--- src/rtl/gpio_pkg.sv ---
`default_nettype none
package gpio_pkg;
    localparam int DefNumPorts = 11;
    localparam int PinsPerPort = 16;
    localparam int PortW = 4;

    localparam logic [1:0] REQ_READ   = 2'd0;
    localparam logic [1:0] REQ_WRITE  = 2'd1;
    localparam logic [1:0] REQ_SAMPLE = 2'd2;
    localparam logic [1:0] REQ_NONE   = 2'd3;

    localparam logic [4:0] SEL_MODE   = 5'd0;
    localparam logic [4:0] SEL_OTYPE  = 5'd1;
    localparam logic [4:0] SEL_SPEED  = 5'd2;
    localparam logic [4:0] SEL_PULL   = 5'd3;
    localparam logic [4:0] SEL_INPUT  = 5'd4;
    localparam logic [4:0] SEL_OUTPUT = 5'd5;
    localparam logic [4:0] SEL_BSRR   = 5'd6;
    localparam logic [4:0] SEL_AFL    = 5'd7;
    localparam logic [4:0] SEL_AFH    = 5'd8;
    localparam logic [4:0] SEL_MASK   = 5'd9;
    localparam logic [4:0] SEL_RISE   = 5'd10;
    localparam logic [4:0] SEL_FALL   = 5'd11;
    localparam logic [4:0] SEL_PEND   = 5'd12;
    localparam logic [4:0] SEL_SRC0   = 5'd13;
    localparam logic [4:0] SEL_SRC3   = 5'd16;

    // one memory word per port
    typedef struct packed {
        logic [31:0] mode;
        logic [15:0] otype;
        logic [31:0] speed;
        logic [31:0] pull;
        logic [15:0] odata;
        logic [63:0] af;
        logic [15:0] last;
    } port_word_t;

    // request carried from accept to memory stage
    typedef struct packed {
        logic        valid;
        logic [1:0]  req;
        logic [3:0]  port;
        logic        pv;
        logic [4:0]  sel;
        logic [31:0] wdata;
        logic [15:0] levels;
    } stage_t;
endpackage
`default_nettype wire

--- src/rtl/gpio_port_mem.sv ---
`default_nettype none
module gpio_port_mem #(
    parameter int NUM_PORTS = gpio_pkg::DefNumPorts
) (
    input  wire                     aclk,
    input  wire                     rd_en,
    input  wire [gpio_pkg::PortW-1:0] rd_addr,
    output gpio_pkg::port_word_t    rd_data,
    input  wire                     wr_en,
    input  wire [gpio_pkg::PortW-1:0] wr_addr,
    input  gpio_pkg::port_word_t    wr_data
);
    import gpio_pkg::*;

    port_word_t mem [NUM_PORTS];

    // synchronous write and registered read
    always_ff @(posedge aclk) begin
        if (wr_en) begin
            mem[wr_addr] <= wr_data;
        end
        if (rd_en) begin
            rd_data <= mem[rd_addr];
        end
    end
endmodule
`default_nettype wire

--- src/rtl/gpio_port_with_edge_interrupts_core.sv ---
// an accepted transaction passes the request register st_reg, then the output register
// throughput: one transaction per cycle; s_ready drops while the skid register is
// full or is about to take a result that the output register cannot pass on
// reset: synchronous active-low aresetn; port memory is cleared by a sweep over all
// NUM_PORTS words after reset, during which s_ready stays low
// global interrupt registers clear at once on reset
`default_nettype none
module gpio_port_with_edge_interrupts_core #(
    parameter int NUM_PORTS = gpio_pkg::DefNumPorts
) (
    input  wire         aclk,
    input  wire         aresetn,
    input  wire         s_valid,
    output logic        s_ready,
    input  wire  [1:0]  s_req_type,
    input  wire  [3:0]  s_port_index,
    input  wire  [4:0]  s_reg_sel,
    input  wire  [31:0] s_write_data,
    input  wire  [15:0] s_pin_levels,
    output logic        m_valid,
    input  wire         m_ready,
    output logic [31:0] m_read_data,
    output logic [6:0]  m_irq_requests,
    output logic [3:0]  m_lowest_pending_line,
    output logic [15:0] m_drive_level,
    output logic [15:0] m_drive_enable
);
    import gpio_pkg::*;

    localparam int ResW = 32 + 7 + 4 + 16 + 16;

    stage_t      st_reg, st_next;
    logic        clr_reg;
    logic [3:0]  clr_cnt_reg;
    logic [15:0] mask_reg, rise_reg, fall_reg, pend_reg;
    logic [15:0] mask_next, rise_next, fall_next, pend_next;
    logic [3:0]  src_reg [16];
    logic [3:0]  src_next [16];
    logic        fw_valid_reg;
    logic [3:0]  fw_port_reg;
    port_word_t  fw_word_reg;

    port_word_t  mem_rd, cur, upd;
    logic        mem_wr;
    logic [3:0]  mem_wa;
    port_word_t  mem_wd;

    logic [ResW-1:0] out_reg, skid_reg, res;
    logic        out_v_reg, skid_v_reg;
    logic        accept, adv;

    gpio_port_mem #(.NUM_PORTS(NUM_PORTS)) u_mem (
        .aclk(aclk), .rd_en(accept), .rd_addr(s_port_index), .rd_data(mem_rd),
        .wr_en(mem_wr), .wr_addr(mem_wa), .wr_data(mem_wd)
    );

    // input can go while skid is free and will not be filled this cycle
    assign s_ready = !clr_reg && !skid_v_reg && !(st_reg.valid && out_v_reg && !m_ready);
    assign accept  = s_valid && s_ready;
    assign adv     = st_reg.valid;

    always_comb begin
        st_next        = '0;
        st_next.valid  = accept;
        st_next.req    = s_req_type;
        st_next.port   = s_port_index;
        st_next.pv     = ({28'd0, s_port_index} < NUM_PORTS);
        st_next.sel    = s_reg_sel;
        st_next.wdata  = s_write_data;
        st_next.levels = s_pin_levels;
    end

    // forward last written word to same port back to back
    assign cur = (fw_valid_reg && fw_port_reg == st_reg.port) ? fw_word_reg : mem_rd;

    // read modify write of the port word and the global registers
    always_comb begin
        logic [15:0] lo, rising, falling, hit, act;
        logic [31:0] rd;
        logic [6:0]  irq;
        logic [3:0]  low;
        logic [15:0] den;
        lo  = st_reg.wdata[15:0];
        upd = cur;
        mask_next = mask_reg; rise_next = rise_reg; fall_next = fall_reg;
        pend_next = pend_reg;
        for (int i = 0; i < 16; i++) src_next[i] = src_reg[i];
        rd = '0;
        rising  = st_reg.levels & ~cur.last;
        falling = ~st_reg.levels & cur.last;
        hit = (rising & rise_reg) | (falling & fall_reg);
        if (st_reg.req == REQ_READ) begin
            if (st_reg.sel >= SEL_SRC0 && st_reg.sel <= SEL_SRC3) begin
                for (int k = 0; k < 4; k++)
                    rd[4*k +: 4] = src_reg[{st_reg.sel[1:0] - 2'd1, 2'(k)}];
            end else begin
                case (st_reg.sel)
                    SEL_MASK:   rd = {16'd0, mask_reg};
                    SEL_RISE:   rd = {16'd0, rise_reg};
                    SEL_FALL:   rd = {16'd0, fall_reg};
                    SEL_PEND:   rd = {16'd0, pend_reg};
                    SEL_MODE:   rd = st_reg.pv ? cur.mode : '0;
                    SEL_OTYPE:  rd = st_reg.pv ? {16'd0, cur.otype} : '0;
                    SEL_SPEED:  rd = st_reg.pv ? cur.speed : '0;
                    SEL_PULL:   rd = st_reg.pv ? cur.pull : '0;
                    SEL_INPUT:  rd = st_reg.pv ? {16'd0, cur.last} : '0;
                    SEL_OUTPUT: rd = st_reg.pv ? {16'd0, cur.odata} : '0;
                    SEL_AFL:    rd = st_reg.pv ? cur.af[31:0] : '0;
                    SEL_AFH:    rd = st_reg.pv ? cur.af[63:32] : '0;
                    default:    rd = '0;
                endcase
            end
        end else if (st_reg.req == REQ_WRITE) begin
            if (st_reg.sel >= SEL_SRC0 && st_reg.sel <= SEL_SRC3) begin
                for (int k = 0; k < 4; k++)
                    src_next[{st_reg.sel[1:0] - 2'd1, 2'(k)}] = st_reg.wdata[4*k +: 4];
            end else begin
                case (st_reg.sel)
                    SEL_MASK:   mask_next = lo;
                    SEL_RISE:   rise_next = lo;
                    SEL_FALL:   fall_next = lo;
                    SEL_PEND:   pend_next = pend_reg & ~lo;
                    SEL_MODE:   upd.mode = st_reg.wdata;
                    SEL_OTYPE:  upd.otype = lo;
                    SEL_SPEED:  upd.speed = st_reg.wdata;
                    SEL_PULL:   upd.pull = st_reg.wdata;
                    SEL_OUTPUT: upd.odata = lo;
                    SEL_BSRR:   upd.odata = (cur.odata & ~st_reg.wdata[31:16]) | lo;
                    SEL_AFL:    upd.af[31:0] = st_reg.wdata;
                    SEL_AFH:    upd.af[63:32] = st_reg.wdata;
                    default:    upd = cur;
                endcase
            end
        end else if (st_reg.req == REQ_SAMPLE && st_reg.pv) begin
            upd.last = st_reg.levels;
            for (int i = 0; i < 16; i++)
                if (src_reg[i] == st_reg.port && hit[i]) pend_next[i] = 1'b1;
        end
        act = pend_next & mask_next;
        irq = {|act[15:10], |act[9:5], act[4:0]};
        low = '0;
        for (int i = 15; i >= 0; i--) if (act[i]) low = 4'(i);
        den = '0;
        for (int i = 0; i < PinsPerPort; i++)
            if (upd.mode[2*i +: 2] == 2'b01 && (!upd.otype[i] || !upd.odata[i]))
                den[i] = 1'b1;
        if (!st_reg.pv) den = '0;
        res = {rd, irq, low, st_reg.pv ? upd.odata : 16'd0, den};
    end

    // memory write port: clearing sweep or write back
    always_comb begin
        mem_wr = clr_reg || (adv && st_reg.pv);
        mem_wa = clr_reg ? clr_cnt_reg : st_reg.port;
        mem_wd = clr_reg ? '0 : upd;
    end

    always_ff @(posedge aclk) begin
        if (!aresetn) begin
            st_reg       <= '0;
            clr_reg      <= 1'b1;
            clr_cnt_reg  <= '0;
            mask_reg <= '0; rise_reg <= '0; fall_reg <= '0; pend_reg <= '0;
            for (int i = 0; i < 16; i++) src_reg[i] <= '0;
            fw_valid_reg <= 1'b0;
            out_v_reg    <= 1'b0;
            skid_v_reg   <= 1'b0;
        end else begin
            st_reg <= st_next;
            if (clr_reg) begin
                clr_cnt_reg <= clr_cnt_reg + 4'd1;
                if (clr_cnt_reg == 4'(NUM_PORTS - 1)) clr_reg <= 1'b0;
            end
            if (adv) begin
                mask_reg <= mask_next; rise_reg <= rise_next;
                fall_reg <= fall_next; pend_reg <= pend_next;
                for (int i = 0; i < 16; i++) src_reg[i] <= src_next[i];
            end
            fw_valid_reg <= adv && st_reg.pv;
            // output register with skid
            if (adv && out_v_reg && !m_ready) begin
                skid_v_reg <= 1'b1;
            end else if (m_ready) begin
                skid_v_reg <= 1'b0;
            end
            if (!out_v_reg || m_ready) begin
                out_v_reg <= adv || skid_v_reg;
            end
        end
    end

    // payload registers
    always_ff @(posedge aclk) begin
        fw_port_reg <= st_reg.port;
        fw_word_reg <= upd;
        if (adv && out_v_reg && !m_ready) skid_reg <= res;
        if (!out_v_reg || m_ready) out_reg <= skid_v_reg ? skid_reg : res;
    end

    assign m_valid = out_v_reg;
    assign {m_read_data, m_irq_requests, m_lowest_pending_line, m_drive_level,
            m_drive_enable} = out_reg;
endmodule
`default_nettype wire

--- config.mk ---
export PLATFORM = sky130hd
export DESIGN_NAME = gpio_port_with_edge_interrupts_core
export DESIGN_NICKNAME = d
export VERILOG_FILES = /design/src/rtl/gpio_pkg.sv /design/src/rtl/gpio_port_mem.sv /design/src/rtl/gpio_port_with_edge_interrupts_core.sv
export SDC_FILE = /design/constraint.sdc
export NUM_CORES = 2
export LEC_CHECK = 0
export ABC_AREA = 1
export BUFFER_PORTS_ARGS = -buffer_cell sky130_fd_sc_hd__buf_2
export CORE_MARGIN = 10
export CORE_UTILIZATION = 40
export DETAILED_ROUTE_END_ITERATION = 10
export HOLD_SLACK_MARGIN = 0.06
export PLACE_DENSITY_LB_ADDON = 0.08
export SLEW_MARGIN = 20
export SYNTH_ARGS = -nofsm -noshare
export SYNTH_HDL_FRONTEND = slang
export SYNTH_HIERARCHICAL = 1
export SYNTH_SLANG_ARGS = --single-unit
export TNS_END_PERCENT = 5
--- constraint.sdc ---
create_clock -name aclk -period 45.8 [get_ports aclk]
set_clock_uncertainty 0.1 [all_clocks]
set_input_delay 0 -clock aclk [delete_from_list [all_inputs] [get_ports aclk]]
set_output_delay 0 -clock aclk [all_outputs]
set_load 0.01 [all_outputs]
== After elaboration in Yosys (flattened, before gate mapping) ==
Memory sizes are Yosys's and may differ from the RTL's. A register that Yosys moved wholly into a read port is not among the register bits.
Cells that the tools add are included.
Word-level totals
  register bits after elaboration: 495
  RAM bits: 2352
  bits of input ports: 63
  output and inout bits: 77
  word-level logic and storage cells: 360
  memories kept: 2
Operators by class
  add/sub/neg operators: 2
  magnitude comparators: 11
  equal/unequal tests: 48
  mux-type cells: 128
  bitwise operators: 35
  reductions and logical operators: 108
Memory list
  u_mem.mem: depth 11, width 208, read ports 1, clocked after memory_dff 1, write ports 1, line gpio_port_mem.sv:15  | port_word_t mem [NUM_PORTS];
  src_reg: depth 16, width 4, read ports 20, clocked after memory_dff 0, write ports 16, line gpio_port_with_edge_interrupts_core.sv:37  | logic [3:0] src_reg [16];
Operators by type and width (number)
  $mux W208: 4
  $pmux W32 S12: 1
  $mux W32: 11
  $mux W16: 19
  $bwmux W64: 4
  $mux W192: 1
  $mux W64: 3
  $mux W4: 37
  $and A16 B16 Y16: 7
  $mux W75: 1
  $eq A4 B4 Y1: 17
  $demux W4 S4: 4
  $not A16 Y16: 4
  $logic_and A1 B1 Y1: 45
  $mux W1: 42
  $logic_not A1 Y1: 37
  $eq A2 B1 Y1 const B: 17
  $or A16 B16 Y16: 2
  $pmux W16 S2: 1
  $eq A5 B4 Y1 const B: 5
  $eq A5 B3 Y1 const B: 4
  $ge A5 B5 Y1 const B: 4
  $lt A5 B1 Y1 const B: 4
  $not A4 Y5: 4
  18 further kinds: 54

== Longest topological paths before layout ==
  depth in word-level cells: 30
  gate-level depth with buffers: 29
  depth with buffers taken out: 27

== By module ==
Netlist, hierarchy kept.
By module, submodules not included
  gpio_port_mem: instances 1, cells each 8006, area each 98735.9 sq um, seq. area each 74951.9 sq um
  gpio_port_with_edge_interrupts_core: instances 1, cells each 3670, area each 28167.0 sq um, seq. area each 13332.8 sq um

== Worst setup path after synthesis ==
OpenSTA, ideal clock, no wires.
  kind: register to register
  start point: register out_v_reg (netlist: m_valid)
  end point: register u_mem/rd_data[0] (netlist name)
  setup time: 2436 ps
  arrival time: 15822 ps
  data required time: 43264 ps
  path slack: 27442 ps
  cell stages (with the launch flop): 4
  path buffers: 0
  period minus slack after synthesis: 18358 ps
  cell sequence: dfxtp_1 -> nand2_1 -> nor2_1 -> nor3_1
On the way
  cells in the longest elaborated chain, start to end: 5
RTL lines
  start: declaration: line gpio_port_with_edge_interrupts_core.sv:49  | logic out_v_reg, skid_v_reg;
  start signal: assignment: line gpio_port_with_edge_interrupts_core.sv:187  | out_v_reg <= adv || skid_v_reg;
  $logic_and A1 B1 Y1 (2 in series): line gpio_port_with_edge_interrupts_core.sv:58  | assign s_ready = !clr_reg && !skid_v_reg && !(st_reg.valid && out_v_reg && !m_ready);
  $logic_not A1 Y1: line gpio_port_with_edge_interrupts_core.sv:58
  $logic_and A1 B1 Y1: line gpio_port_with_edge_interrupts_core.sv:58
  $logic_and A1 B1 Y1: line gpio_port_with_edge_interrupts_core.sv:59  | assign accept = s_valid && s_ready;
  named net accept: line gpio_port_with_edge_interrupts_core.sv:50  | logic accept, adv;
The timed path passes the listed nets, and every way through them passes these cells.
A chain may end at the register's enable or synchronous reset.

== Worst setup path in the final report ==
  start point: register st_reg[56] (netlist bit)
  end point: register out_reg[34] (data pin)
On the way
  cells in the longest elaborated chain, start to end: 30
  elaborated cells between the ends (all ways): 78
  those cells by class: 17 x eq/ne; 37 x mux; 7 x bitwise; 17 x reduce/logical
RTL lines
  start: declaration: line gpio_port_with_edge_interrupts_core.sv:32  | stage_t st_reg, st_next;
  start signal: assignment: line gpio_port_with_edge_interrupts_core.sv:169  | st_reg <= st_next;
  $eq A4 B4 Y1: line gpio_port_with_edge_interrupts_core.sv:74  | assign cur = (fw_valid_reg && fw_port_reg == st_reg.port) ? fw_word_reg : mem_rd;
  $logic_and A1 B1 Y1: line gpio_port_with_edge_interrupts_core.sv:74
  $mux W208: line gpio_port_with_edge_interrupts_core.sv:74
  $not A16 Y16: line gpio_port_with_edge_interrupts_core.sv:89  | rising = st_reg.levels & ~cur.last;
  $and A16 B16 Y16: line gpio_port_with_edge_interrupts_core.sv:89
  $and A16 B16 Y16: line gpio_port_with_edge_interrupts_core.sv:91  | hit = (rising & rise_reg) | (falling & fall_reg);
  $or A16 B16 Y16: line gpio_port_with_edge_interrupts_core.sv:91
  $logic_and A1 B1 Y1: line gpio_port_with_edge_interrupts_core.sv:137  | if (src_reg[i] == st_reg.port && hit[i]) pend_next[i] = 1'b1;
  $mux W1: line gpio_port_with_edge_interrupts_core.sv:137
  $mux W16 *: line gpio_port_with_edge_interrupts_core.sv:134  | end else if (st_reg.req == REQ_SAMPLE && st_reg.pv) begin
  $mux W16 *: line gpio_port_with_edge_interrupts_core.sv:113  | end else if (st_reg.req == REQ_WRITE) begin
  $mux W16 *: line gpio_port_with_edge_interrupts_core.sv:92  | if (st_reg.req == REQ_READ) begin
  $and A16 B16 Y16 *: line gpio_port_with_edge_interrupts_core.sv:139  | act = pend_next & mask_next;
  $mux W4 (15 in series): line gpio_port_with_edge_interrupts_core.sv:142  | for (int i = 15; i >= 0; i--) if (act[i]) low = 4'(i);
  $mux W4 *: line gpio_port_with_edge_interrupts_core.sv:142
  named net res[34]: line gpio_port_with_edge_interrupts_core.sv:48  | logic [ResW-1:0] out_reg, skid_reg, res;
  $mux W75 *: line gpio_port_with_edge_interrupts_core.sv:197  | if (!out_v_reg || m_ready) out_reg <= skid_v_reg ? skid_reg : res;
  end signal: assignment: line gpio_port_with_edge_interrupts_core.sv:197
  end: declaration: line gpio_port_with_edge_interrupts_core.sv:48
Mark *: on every way through the listed nets, which the timed path passes. The rest lies on a longest branch.

==> run summary <==
status: complete, no violations
global-route wire length before repair: 638 mm
fillers: 28900
Routed Wire Length: 449 mm
Max IR drop VDD: 0.0280 mV
P per Cell Area: 42.7 mW/mm^2
Crit path largest cell delay: 880 ps
clock share of power: 43.4%
NumNets Final: 12000
post-route cell area: 0.144 mm^2
Critical Path AT: 6210 ps
FF+latch count, synth: 3055
Reg2Reg Depth: 21
placeable core region: 0.315 mm^2
Starting Density: 40.2%
uppermost layer routed: met5
critical hold path startpoint: s_port_index[0]
switching power: 1.44 mW
Sequential Area: 0.0883 mm^2
routed vias/inst: 5.44
CTS tree: yes
Most Frequent Cell on Critical Path: nand2_1
Primary FF master, synth: edfxtp_1
Crit Path Category: register to register
share of cells above drive strength 1: 7.73%
number of iterations in the first detailed-routing pass: 7
Tightest Pin Transition: 1280 ps
Setup TNS: 0 ps
WHS: 111 ps
met1 WL: 193 mm
routed wl met3: 30.8 mm
Final setup viols: 0
Syn Inst Count: 11700
R2R Path Start: st_reg[56]
CTS Root Cell: clkbuf_16
Post-DRT Antenna Nets: 0
crit start category: register
Rel. slew slack: 14.7%
die area: 0.340 mm^2
vias post-DR: 89000
pin count of the biggest net entering global routing: 202
unrepaired setup endpoints after global routing: false
Crit Path Max Fanout: 61
leakage: 58.5 nW
number of synthesized flops with an enable pin: 2710
P&R area growth vs syn: 13.7%
critical path's slowest cell: buf_4
Hold Path Sink: st_reg[54]
max reg flops: 2288
maxcap violations: 0
critical path endpoint category: register
area taken by multi-input logic gates: 0.0316 mm^2
Resized cells post-CTS: 0
Reg power frac: 50.6%
Yosys top cell area share: 64.1%
# DRC: 0
mapped cell area: 0.127 mm^2
Worst Hold Depth: 4
Die Ht: 583 um
Cells after DPL: 15500
Max Freq: 178 MHz
fin crit share: 12.3%
Finished Layout Cells: 16300
Synth top cells by count: 4014 x nand2_1, 2710 x edfxtp_1, 1422 x nand3_1, 976 x inv_1, 345 x dfxtp_1
Async SR Flop Fraction: 0%
placed cell areas: 0.132 mm^2
P_int: 4.72 mW
die width: 583 um
Yosys warnings: 6
starting DRC count in detailed routing: 8716
CP cell instances: inv_2 > nand2_1 > nand2_1 > nor2_4 > nand3_4 > inv_4 > buf_4 > nand2_1 > nand2_1 > inv_1 > o31ai_1 > nand2_1 > o21ai_1 > o211ai_1 > o21ai_0 > nand2_1 > nand2_1 > nor2_1 > a21boi_2 > nand2_1 > nand2_1
insertion delay to the later sink of the worst-skew pair: 940 ps
largest area contributor in the netlist: edfxtp_1
Clk pin slew, worst setup/hold paths: 60 ps
Syn Area/Cell: 10.9 um^2
CP Data Required Time: 46390 ps
RR Endpoint: out_reg[34]
std cell rows: 206
num ports: 140
met2 WL: 206 mm
final slew viol count: 0
Logic pwr share: 6.0%
H-tree levels: 5
CTS sink cnt: 3055
number of CTS-inserted buffers: 340
Sw Ratio: 23.4%
DR WL/cell: 27.5 um
top post-synthesis cells by area: edfxtp_1 64%, nand2_1 12%, nand3_1 5.6%, dfxtp_1 5.4%, inv_1 2.9%
top-count cell post-synth: nand2_1
Clock Path Buffers: 4
Hold Fails Final Rpt: 0
antenna violations before repair: 25
GRT Overall Usage: 25.5%
PortBufs: 139
vias in the first global route: 85000
register area share after synthesis: 69.6%
postcts setup bufs: 0
fin crit period: 5620 ps
gr ovfl total: 0
post-synthesis net count: 11700
placer congestion estimate: 0.905
post-synthesis cell type count: 60
Worst Hold Class: input port to register
reg2reg setup slack: 40180 ps
dpl hpwl: 248 mm
==> worst max-delay path, delay by kind of cell (launching register included) <==
kind	cells	cell delay [ps]
buffers and inverters	4	2090
and+or+nand+nor	12	1480
AOI/OAI and AO/OA	5	910
DFF	1	770
==> final cells by class <==
type / count / share of cell area (%)
Clock inverter: 165 / 1.01
Sequential cell: 3055 / 61.2
Antenna cell: 6 / 0.0104
Clock buffer: 460 / 6.43
Timing Repair Buffer: 567 / 3.24
Inverter: 993 / 2.61
Multi-Input combinational cell: 6939 / 21.9
Tap cell: 4160 / 3.61
==> kinds of logic (layout without fill, tap and decap cells) <==
family / Yosys count / in the layout / share of synthesized area, %
simple gates: 5776 / 5776 / 18.7
flops: 3055 / 3055 / 69.6
buf+inv: 1682 / 2185 / 5.62
compound gates: 1035 / 1035 / 5.13
mux: 85 / 85 / 0.670
xor+xnor: 33 / 33 / 0.228
fa+ha+maj: 10 / 10 / 0.0986
other cells: 0 / 6 / 0
==> worst max-delay path by stage <==
stage	depth (start not counted)	endpoint	slack, ps	startpoint
after floorplan	3	u_mem/rd_data[0]	27440	m_valid
after global placement	14	u_mem/mem[4][107]	40140	st_reg[48]
after detailed placement	21	out_reg[34]	40230	st_reg[56]
after CTS	21	out_reg[34]	40220	st_reg[56]
after global routing	21	out_reg[34]	39820	st_reg[56]
final	21	out_reg[34]	40180	st_reg[56]
==> stage by stage <==
stage	setup slack (ps)	utilization, %	power [mW]
final	40180	45.8	6.16
after global routing	39820	45.7	6.35
after CTS	40220	45.7	6.20
after detailed placement	40230	41.7	3.53
after global placement	40140	41.6	3.53
after floorplan	27440	-	3.39
==> cell usage in the layout (no fill, tap or decap), types with 35 or more instances in the layout <==
| master | synthesis | final |
|---|---|---|
| nand2_1 | 4014 | 4012 |
| edfxtp_1 | 2710 | 2710 |
| nand3_1 | 1422 | 1422 |
| inv_1 | 976 | 971 |
| clkbuf_16 | 0 | 348 |
| dfxtp_1 | 345 | 343 |
| o21ai_0 | 308 | 306 |
| a21oi_1 | 246 | 243 |
| nor2_1 | 251 | 234 |
| o211ai_1 | 226 | 226 |
| dlygate4sd3_1 | 0 | 207 |
| buf_4 | 57 | 206 |
| buf_2 | 248 | 134 |
| clkbuf_1 | 281 | 97 |
| mux2i_1 | 85 | 85 |
| clkinv_1 | 5 | 73 |
| o22ai_1 | 71 | 71 |
| clkinv_2 | 0 | 56 |
| a221oi_1 | 35 | 35 |
==> routing by layer <==
layer  global-route usage (%)  vias up
met1                     35.2    44600
met2                     40.8     3437
met4                     9.72       18
met3                     3.88      767
met5                    0.448        -
li1                         -    40200
==> power groups by stage <==
stage / registers [mW] / clock network (mW) / logic, mW
after global placement: 3.17 / 0 / 0.354
after global routing: 3.12 / 2.83 / 0.401
final: 3.12 / 2.67 / 0.371
after CTS: 3.12 / 2.72 / 0.370
after floorplan: 3.18 / 0 / 0.210
after detailed placement: 3.17 / 0 / 0.355
==> repair_timing <==
action	in CTS	in global routing
endpoints found under the hold margin	372	0
endpoints found under the setup margin	0	0
hold buffers	207	0
Note: power is estimated with default switching activity, not from simulation.
